--- src/design/crg_pkg.sv ---
// ---------------------------------------------------------------------------
// crg_pkg: circle raster generator shared types and constants
// Command codes, the pixel group sequence and the group load control bundle.
// ---------------------------------------------------------------------------
`default_nettype none

package crg_pkg;

   typedef enum logic {
      CMD_START = 1'b0,
      CMD_STEP  = 1'b1
   } cmd_type;

   localparam int GROUP_IDX_BITS = 3;
   localparam logic [GROUP_IDX_BITS-1:0] GROUP_FIRST = 3'd0;
   localparam logic [GROUP_IDX_BITS-1:0] GROUP_LAST  = 3'd7;

   typedef struct packed {
      logic load;
      logic done;
   } grp_ctrl_type;

endpackage

`default_nettype wire

--- src/design/crg_req_if.sv ---
// ---------------------------------------------------------------------------
// crg_req_if: command channel
// Valid/ready channel that carries start and step commands.
// ---------------------------------------------------------------------------
`default_nettype none

interface crg_req_if #(
   parameter int COORD_BITS  = 11,
   parameter int RADIUS_BITS = 10
);
   logic                   valid;
   logic                   ready;
   logic                   cmd;
   logic [COORD_BITS-1:0]  center_x;
   logic [COORD_BITS-1:0]  center_y;
   logic [RADIUS_BITS-1:0] radius;

   modport source (output valid, cmd, center_x, center_y, radius, input ready);
   modport sink   (input valid, cmd, center_x, center_y, radius, output ready);
endinterface

`default_nettype wire

--- src/design/crg_rsp_if.sv ---
// ---------------------------------------------------------------------------
// crg_rsp_if: pixel channel
// Valid/ready channel that carries one plotted pixel per beat.
// ---------------------------------------------------------------------------
`default_nettype none

interface crg_rsp_if #(
   parameter int COORD_BITS = 11
);
   logic                         valid;
   logic                         ready;
   logic signed [COORD_BITS+1:0] pixel_x;
   logic signed [COORD_BITS+1:0] pixel_y;
   logic                         last_of_group;
   logic                         circle_done;

   modport source (output valid, pixel_x, pixel_y, last_of_group, circle_done,
                   input ready);
   modport sink   (input valid, pixel_x, pixel_y, last_of_group, circle_done,
                   output ready);
endinterface

`default_nettype wire

--- src/design/crg_emitter.sv ---
// ---------------------------------------------------------------------------
// crg_emitter: eight-way pixel emitter
// Holds one point group and sends its eight mirrored pixels, one beat per
// cycle while the pixel channel is ready, through a registered output stage.
// ---------------------------------------------------------------------------
`default_nettype none

module crg_emitter #(
   parameter int COORD_BITS  = 11,
   parameter int RADIUS_BITS = 10
) (
   input  wire                          clock,
   input  wire                          reset,
   input  wire crg_pkg::grp_ctrl_type   grp_ctrl,
   input  wire [COORD_BITS-1:0]         grp_center_x,
   input  wire [COORD_BITS-1:0]         grp_center_y,
   input  wire [RADIUS_BITS:0]          grp_offset_x,
   input  wire [RADIUS_BITS+1:0]        grp_offset_y,
   output logic                         grp_free,
   crg_rsp_if.source                    rsp_chan
);
   import crg_pkg::*;

   localparam int OFFX_W = RADIUS_BITS + 1;
   localparam int OFFY_W = RADIUS_BITS + 2;
   localparam int PIX_W  = COORD_BITS + 2;
   localparam int SUM_W  = ((COORD_BITS > OFFY_W) ? COORD_BITS : OFFY_W) + 2;

   logic                      grp_valid_ff;
   logic [GROUP_IDX_BITS-1:0] idx_ff;
   logic [COORD_BITS-1:0]     cx_ff;
   logic [COORD_BITS-1:0]     cy_ff;
   logic [OFFX_W-1:0]         x_ff;
   logic [OFFY_W-1:0]         y_ff;
   logic                      done_ff;

   logic                      rsp_valid_ff;
   logic [PIX_W-1:0]          pixel_x_ff;
   logic [PIX_W-1:0]          pixel_y_ff;
   logic                      last_ff;
   logic                      circle_done_ff;

   logic                      out_free;
   logic                      fire;
   logic                      at_last;
   logic [SUM_W-1:0]          x_ext;
   logic [SUM_W-1:0]          y_ext;
   logic [SUM_W-1:0]          a_sel;
   logic [SUM_W-1:0]          b_sel;
   logic [SUM_W-1:0]          px_sum;
   logic [SUM_W-1:0]          py_sum;

   assign out_free = !rsp_valid_ff || rsp_chan.ready;
   assign fire     = grp_valid_ff && out_free;
   assign at_last  = idx_ff == GROUP_LAST;
   assign grp_free = !grp_valid_ff || (fire && at_last);

   // mirror the offsets into the eight octants
   always_comb begin
      x_ext  = SUM_W'(x_ff);
      y_ext  = {{(SUM_W-OFFY_W){y_ff[OFFY_W-1]}}, y_ff};
      a_sel  = idx_ff[2] ? y_ext : x_ext;
      b_sel  = idx_ff[2] ? x_ext : y_ext;
      px_sum = SUM_W'(cx_ff) + (idx_ff[0] ? (SUM_W'(0) - a_sel) : a_sel);
      py_sum = SUM_W'(cy_ff) + (idx_ff[1] ? (SUM_W'(0) - b_sel) : b_sel);
   end

   always_ff @(posedge clock) begin
      if (reset) begin
         grp_valid_ff <= 1'b0;
         idx_ff       <= GROUP_FIRST;
      end else if (grp_ctrl.load) begin
         grp_valid_ff <= 1'b1;
         idx_ff       <= GROUP_FIRST;
      end else if (fire) begin
         idx_ff <= idx_ff + GROUP_IDX_BITS'(1);
         if (at_last) begin
            grp_valid_ff <= 1'b0;
         end
      end
   end

   always_ff @(posedge clock) begin
      if (grp_ctrl.load) begin
         cx_ff   <= grp_center_x;
         cy_ff   <= grp_center_y;
         x_ff    <= grp_offset_x;
         y_ff    <= grp_offset_y;
         done_ff <= grp_ctrl.done;
      end
   end

   always_ff @(posedge clock) begin
      if (reset) begin
         rsp_valid_ff <= 1'b0;
      end else if (fire) begin
         rsp_valid_ff <= 1'b1;
      end else if (rsp_chan.ready) begin
         rsp_valid_ff <= 1'b0;
      end
   end

   always_ff @(posedge clock) begin
      if (fire) begin
         pixel_x_ff     <= px_sum[PIX_W-1:0];
         pixel_y_ff     <= py_sum[PIX_W-1:0];
         last_ff        <= at_last;
         circle_done_ff <= done_ff;
      end
   end

   assign rsp_chan.valid         = rsp_valid_ff;
   assign rsp_chan.pixel_x       = pixel_x_ff;
   assign rsp_chan.pixel_y       = pixel_y_ff;
   assign rsp_chan.last_of_group = last_ff;
   assign rsp_chan.circle_done   = circle_done_ff;

endmodule

`default_nettype wire

--- src/design/circle_raster_generator.sv ---
// ---------------------------------------------------------------------------
// circle_raster_generator: midpoint circle rasterizer
// Walks one octant of a circle and emits the eight mirrored pixels per point.
// ---------------------------------------------------------------------------
// A start command latches center and radius and yields the eight pixels of
// the point (0, r); each step command advances the octant walk by one point
// and yields its eight pixels, the last group flagged with circle_done. A
// step with no circle in progress is taken and yields nothing. Pixels leave
// one beat per cycle while the pixel channel is ready, drained through the
// single output register; the first pixel of a command passes the group
// register and then the output register. The next command is taken in the
// cycle the previous group's eighth pixel enters the output register.
// ---------------------------------------------------------------------------
`default_nettype none

module circle_raster_generator #(
   parameter int COORD_BITS  = 11,
   parameter int RADIUS_BITS = 10
) (
   input  wire        clock,
   input  wire        reset,
   crg_req_if.sink    req_chan,
   crg_rsp_if.source  rsp_chan
);
   import crg_pkg::*;

   localparam int OFFX_W = RADIUS_BITS + 1;
   localparam int OFFY_W = RADIUS_BITS + 2;
   localparam int DEC_W  = RADIUS_BITS + 6;
   localparam int CMP_W  = RADIUS_BITS + 3;

   logic [COORD_BITS-1:0] center_x_ff, center_x_in;
   logic [COORD_BITS-1:0] center_y_ff, center_y_in;
   logic [OFFX_W-1:0]     offset_x_ff, offset_x_in;
   logic [OFFY_W-1:0]     offset_y_ff, offset_y_in;
   logic [DEC_W-1:0]      decision_ff, decision_in;
   logic                  active_ff, active_in;

   logic                  accept;
   logic                  is_start;
   logic                  grp_free;
   grp_ctrl_type          grp_ctrl;

   logic [OFFX_W-1:0]     x_step;
   logic [OFFY_W-1:0]     y_step;
   logic                  dec_pos;
   logic [DEC_W-1:0]      x_dext;
   logic [DEC_W-1:0]      y_dext;
   logic [DEC_W-1:0]      dec_step;
   logic                  step_done;

   assign accept   = req_chan.valid && req_chan.ready;
   assign is_start = req_chan.cmd == CMD_START;
   assign req_chan.ready = grp_free;

   // one octant step
   always_comb begin
      x_step    = offset_x_ff + OFFX_W'(1);
      dec_pos   = !decision_ff[DEC_W-1] && (|decision_ff);
      y_step    = dec_pos ? (offset_y_ff - OFFY_W'(1)) : offset_y_ff;
      x_dext    = DEC_W'(x_step);
      y_dext    = {{(DEC_W-OFFY_W){y_step[OFFY_W-1]}}, y_step};
      dec_step  = dec_pos ? (decision_ff + ((x_dext - y_dext) << 2) + DEC_W'(10))
                          : (decision_ff + (x_dext << 2) + DEC_W'(6));
      step_done = $signed({y_step[OFFY_W-1], y_step}) < $signed(CMP_W'(x_step));
   end

   always_comb begin
      center_x_in = center_x_ff;
      center_y_in = center_y_ff;
      offset_x_in = offset_x_ff;
      offset_y_in = offset_y_ff;
      decision_in = decision_ff;
      active_in   = active_ff;
      grp_ctrl    = '0;
      if (accept && is_start) begin
         center_x_in   = req_chan.center_x;
         center_y_in   = req_chan.center_y;
         offset_x_in   = '0;
         offset_y_in   = OFFY_W'(req_chan.radius);
         decision_in   = DEC_W'(3) - (DEC_W'(req_chan.radius) << 1);
         active_in     = 1'b1;
         grp_ctrl.load = 1'b1;
      end else if (accept && active_ff) begin
         offset_x_in   = x_step;
         offset_y_in   = y_step;
         decision_in   = dec_step;
         active_in     = !step_done;
         grp_ctrl.load = 1'b1;
         grp_ctrl.done = step_done;
      end
   end

   always_ff @(posedge clock) begin
      if (reset) begin
         center_x_ff <= '0;
         center_y_ff <= '0;
         offset_x_ff <= '0;
         offset_y_ff <= '0;
         decision_ff <= '0;
         active_ff   <= 1'b0;
      end else begin
         center_x_ff <= center_x_in;
         center_y_ff <= center_y_in;
         offset_x_ff <= offset_x_in;
         offset_y_ff <= offset_y_in;
         decision_ff <= decision_in;
         active_ff   <= active_in;
      end
   end

   crg_emitter #(
      .COORD_BITS  (COORD_BITS),
      .RADIUS_BITS (RADIUS_BITS)
   ) u_emitter (
      .clock        (clock),
      .reset        (reset),
      .grp_ctrl     (grp_ctrl),
      .grp_center_x (center_x_in),
      .grp_center_y (center_y_in),
      .grp_offset_x (offset_x_in),
      .grp_offset_y (offset_y_in),
      .grp_free     (grp_free),
      .rsp_chan     (rsp_chan)
   );

   a_start_loads_group: assert property (@(posedge clock) disable iff (reset)
      accept && is_start |=> !grp_free)
      else $error("start beat did not occupy the pixel group");

   a_active_ends_on_step: assert property (@(posedge clock) disable iff (reset)
      $fell(active_ff) && !$past(reset) |-> $past(accept) && $past(req_chan.cmd == CMD_STEP))
      else $error("circle ended without a step beat");

   a_idle_step_holds: assert property (@(posedge clock) disable iff (reset)
      accept && !is_start && !active_ff |=> $stable(offset_x_ff) && $stable(decision_ff))
      else $error("step with no circle changed the walk state");

endmodule

`default_nettype wire

--- src/flat_wrapper.sv ---
// flat-port wrapper written by rule: the top's interface ports become plain ports
module circle_raster_generator_flat import crg_pkg::*;
#(
   parameter int COORD_BITS  = 11,
   parameter int RADIUS_BITS = 10
)
  (clock, reset, req_chan_valid, req_chan_cmd, req_chan_center_x, req_chan_center_y, req_chan_radius, req_chan_ready, rsp_chan_valid, rsp_chan_pixel_x, rsp_chan_pixel_y, rsp_chan_last_of_group, rsp_chan_circle_done, rsp_chan_ready);
  crg_req_if #(.COORD_BITS(COORD_BITS), .RADIUS_BITS(RADIUS_BITS)) req_chan_i ();
  crg_rsp_if #(.COORD_BITS(COORD_BITS)) rsp_chan_i ();
  input  wire clock;
  input  wire reset;
  input wire logic [$bits(req_chan_i.valid)-1:0] req_chan_valid;
  input wire logic [$bits(req_chan_i.cmd)-1:0] req_chan_cmd;
  input wire logic [$bits(req_chan_i.center_x)-1:0] req_chan_center_x;
  input wire logic [$bits(req_chan_i.center_y)-1:0] req_chan_center_y;
  input wire logic [$bits(req_chan_i.radius)-1:0] req_chan_radius;
  output wire logic [$bits(req_chan_i.ready)-1:0] req_chan_ready;
  output wire logic [$bits(rsp_chan_i.valid)-1:0] rsp_chan_valid;
  output wire logic [$bits(rsp_chan_i.pixel_x)-1:0] rsp_chan_pixel_x;
  output wire logic [$bits(rsp_chan_i.pixel_y)-1:0] rsp_chan_pixel_y;
  output wire logic [$bits(rsp_chan_i.last_of_group)-1:0] rsp_chan_last_of_group;
  output wire logic [$bits(rsp_chan_i.circle_done)-1:0] rsp_chan_circle_done;
  input wire logic [$bits(rsp_chan_i.ready)-1:0] rsp_chan_ready;
  assign req_chan_i.valid = req_chan_valid;
  assign req_chan_i.cmd = req_chan_cmd;
  assign req_chan_i.center_x = req_chan_center_x;
  assign req_chan_i.center_y = req_chan_center_y;
  assign req_chan_i.radius = req_chan_radius;
  assign req_chan_ready = req_chan_i.ready;
  assign rsp_chan_valid = rsp_chan_i.valid;
  assign rsp_chan_pixel_x = rsp_chan_i.pixel_x;
  assign rsp_chan_pixel_y = rsp_chan_i.pixel_y;
  assign rsp_chan_last_of_group = rsp_chan_i.last_of_group;
  assign rsp_chan_circle_done = rsp_chan_i.circle_done;
  assign rsp_chan_i.ready = rsp_chan_ready;
  circle_raster_generator #(.COORD_BITS(COORD_BITS), .RADIUS_BITS(RADIUS_BITS)) u_core (.clock(clock), .reset(reset), .req_chan(req_chan_i), .rsp_chan(rsp_chan_i));
endmodule
--- config.mk ---
export PLATFORM = sky130hd
export DESIGN_NAME = circle_raster_generator_flat
export DESIGN_NICKNAME = d
export VERILOG_FILES = /design/src/design/crg_pkg.sv /design/src/design/crg_req_if.sv /design/src/design/crg_rsp_if.sv /design/src/design/crg_emitter.sv /design/src/design/circle_raster_generator.sv /design/src/flat_wrapper.sv
export SDC_FILE = /design/constraint.sdc
export NUM_CORES = 1
export LEC_CHECK = 0
export BUFFER_PORTS_ARGS = -buffer_cell sky130_fd_sc_hd__clkbuf_2
export CAP_MARGIN = 20
export CORE_MARGIN = 5
export CORE_UTILIZATION = 55
export DETAILED_ROUTE_END_ITERATION = 7
export PLACE_DENSITY = 0.77
export SETUP_SLACK_MARGIN = 0.2
export SLEW_MARGIN = 30
export SYNTH_ARGS = -nofsm -noshare
export SYNTH_HDL_FRONTEND = slang
export SYNTH_SLANG_ARGS = --single-unit
--- constraint.sdc ---
create_clock -name clock -period 4.5 [get_ports clock]
set_input_delay 0.675 -clock clock [delete_from_list [all_inputs] [get_ports clock]]
set_output_delay 0.675 -clock clock [all_outputs]
set_load 0.01 [all_outputs]
==> flow_summary.json <==
{
  "clk_path_buf_depth": 2,
  "synth-seq-cells": 141,
  "die-width_um": 142,
  "ys_types": 62,
  "use_met2": 0.417,
  "totalWireLength_um": 26100,
  "row_count": 48,
  "arrival_ns": 4.71,
  "dieHeight_um": 142,
  "initial_core_util": 0.558,
  "synth-seq-area-share": 0.371,
  "timing.final.hold_violations": 0,
  "cts_root_buffer": "clkbuf_16",
  "slew_headroom": 0.384,
  "drive_above_1_share": 0.179,
  "clkTransAtPathRegs_ns": 0.06,
  "die_area_um2": 20200,
  "use_met1": 0.328,
  "powerDensity_nw_per_um2": 538,
  "placed_cells": 1356,
  "async_flop_share": 0,
  "drtPass1Iterations": 6,
  "leakage_nw": 4.67,
  "hpwlAfterDp_um": 19100,
  "synth_cells": 1068,
  "core_um2": 17200,
  "fill_cells": 1334,
  "hold_buffers": 0,
  "use_met3": 0.0514,
  "hold_class": "reg2reg",
  "worst-setup-path-type": "reg2reg",
  "synth_flop_cell": "edfxtp_1",
  "multi_input_area_um2": 6040,
  "ant_nets": 0,
  "period_share": 0.974,
  "cts-buffers-inserted": 17,
  "regArea_um2": 3590,
  "diodes": 0,
  "worstMarginPinSlew_ns": 0.920,
  "worst_ir_drop_vdd_mv": 0.558,
  "synth_edf_count": 74,
  "wl_per_cell_um": 18.6,
  "nNetsFinal": 1292,
  "power_mw": 6.09,
  "antenna_found_initial": 0,
  "setup_violations": 0,
  "fmax_mhz": 228,
  "place_ws_ns": -0.124,
  "io_pins": 67,
  "crit_path_end_kind": "register",
  "grt_pass1_vias": 8119,
  "yosys_warnings": 0,
  "vias": 8451,
  "h-tree-depth": 4,
  "syn_nets": 1199,
  "setup_ws_ns": 0.118,
  "cts_sinks": 141,
  "syn2layout_area_growth_pct": 17.7,
  "drv_slew": 0,
  "first_iter_violations": 824,
  "final_cell_count_no_fill": 1399,
  "top_usage_layer": "met2",
  "cts_tree": "yes",
  "finClkSkew_ns": 0.0137,
  "grt_max_degree": 41,
  "rsz0062_at_grt": "true",
  "gp_congestion": 0.957,
  "status": "finished clean",
  "critPathLaunchType": "register",
  "grt_usage": 0.256,
  "layout_min_cycle_time_ns": 4.38,
  "synth_area_um2": 9610,
  "drt-vias-per-instance": 6.04,
  "overflow": 0,
  "required_ns": 4.83,
  "clk_latency_ns": 0.43,
  "io_buffers": 66,
  "drc_errors": 0,
  "grt_pass1_wl_um": 41100,
  "avgSynthCellArea_um2": 9.00,
  "cap_violations": 0,
  "crit_fanout": 4
}
cells by family after synthesis:
group                      Yosys count  share of synthesized area
muxes                               28                     0.0292
xor gates and xnor gates            96                     0.0875
DFF                                141                      0.371
buffers and inverters               78                     0.0324
AOI/OAI and AO/OA                  245                      0.161
and+or+nand+nor                    386                      0.193
adders and majority gates           94                      0.126
cells in the mapped netlist (28+ instances only):
master / count / share of area
nand2_1: 139 / 0.054
ha_1: 89 / 0.12
nor2_1: 83 / 0.032
a21oi_1: 76 / 0.040
edfxtp_1: 74 / 0.23
dfxtp_1: 67 / 0.14
o21ai_0: 57 / 0.030
xnor2_1: 53 / 0.048
xor2_1: 43 / 0.039
inv_1: 38 / 0.015
nor3_1: 38 / 0.020
mux2i_1: 28 / 0.029
layout make-up:
class,count,area share
timing repair buffer,111,0.0597
clock buffer,25,0.0458
multi-input combinational,849,0.534
tap,225,0.0249
clock inverter,7,0.00442
sequential,141,0.318
inverter,41,0.0136
final timing paths:
check	from	endpoint	cells after the start	slack, ns
min	u_core.u_emitter.done_ff	u_core.u_emitter.rsp_chan.circle_done	0	0.42
min reg2reg	u_core.u_emitter.done_ff	u_core.u_emitter.rsp_chan.circle_done	0	0.42
max reg2reg	u_core.decision_ff[10]	u_core.decision_ff[15]	19	0.12
max	u_core.decision_ff[10]	u_core.decision_ff[15]	19	0.12
critical path, stage by stage, from the launching register on:
cell	delay, ns
dfxtp_4	0.38
nor4_4	0.07
a41oi_4	0.32
buf_6	0.16
nand3_2	0.08
or3_4	0.39
xor2_2	0.15
ha_2	0.22
or3_4	0.40
o211a_1	0.24
o31ai_2	0.08
a21oi_1	0.15
xnor2_1	0.19
ha_1	0.26
ha_1	0.34
or3_1	0.35
o21ai_0	0.11
a21oi_2	0.06
xnor2_1	0.13
a31o_1	0.22
power breakdown:
| part | internal, mW | leakage [nW] | switching, mW |
|---|---|---|---|
| Sequential | 1.52 | 1.26 | 0.116 |
| Combinational | 1.40 | 3.13 | 1.71 |
| Clock | 0.803 | 0.282 | 0.537 |
flip-flops by register name (all words and copies together) (netlist names):
| register | flops |
|---|---|
| u_core.u_emitter.x_ff | 11 |
| u_core.u_emitter.idx_ff | 3 |
| u_core.offset_y_ff | 12 |
| u_core.center_y_ff | 11 |
| u_core.u_emitter.cy_ff | 11 |
| u_core.u_emitter.rsp_chan.valid | 1 |
| u_core.u_emitter.y_ff | 12 |
| u_core.u_emitter.rsp_chan.pixel_y | 13 |
| u_core.u_emitter.rsp_chan.circle_done | 1 |
| u_core.offset_x_ff | 11 |
| u_core.u_emitter.rsp_chan.last_of_group | 1 |
| u_core.u_emitter.done_ff | 1 |
| u_core.active_ff | 1 |
| u_core.center_x_ff | 11 |
| u_core.u_emitter.cx_ff | 11 |
| u_core.decision_ff | 16 |
| u_core.u_emitter.grp_valid_ff | 1 |
| u_core.u_emitter.rsp_chan.pixel_x | 13 |
metal layers:
layer,wire length [µm],part of all wire,vias to the layer above
li1,-,-,4055
met1,10900,0.42,3958
met2,12100,0.46,344
met3,1910,0.073,94
met4,1110,0.043,0
met5,0,0,-
placed cells by master (no fill, tap or decap), drive strengths merged, types with 6 or more instances in the layout:
master	n
a21o	11
nand2	139
o21bai	7
o21a	7
dfxtp	67
clkinv	7
and2	23
a21oi	76
o211ai	6
nor2b	15
nor3b	6
buf	45
o31ai	9
nand3	23
nand4	10
xnor2	53
or3	13
clkbuf	91
a211oi	15
nand2b	6
a31oi	11
edfxtp	74
nor3	38
o21ai	58
xor2	43
nor2	83
mux2i	28
inv	41
ha	89
nor4	10
what timing repair did:
| item | in CTS | in global routing |
|---|---|---|
| buffers inserted | 6 | 5 |
| pin swaps | 20 | 32 |
| resized for setup | 27 | 40 |
| cloned | 0 | 0 |
| endpoints found under the setup margin | 7 | 8 |
metrics by stage:
stage | hold slack (ns) | instance area (µm²) | TNS (ns) | utilization
after floorplan | 0.400 | 9710 | 0 | -
after global placement | 0.403 | 10400 | 0 | 0.604
after detailed placement | 0.406 | 10400 | -0.362 | 0.604
after CTS | 0.419 | 11100 | 0 | 0.645
after global routing | 0.440 | 11300 | -0.104 | 0.656
final | 0.421 | 11300 | 0 | 0.656
(Power assumes the default switching activity.)
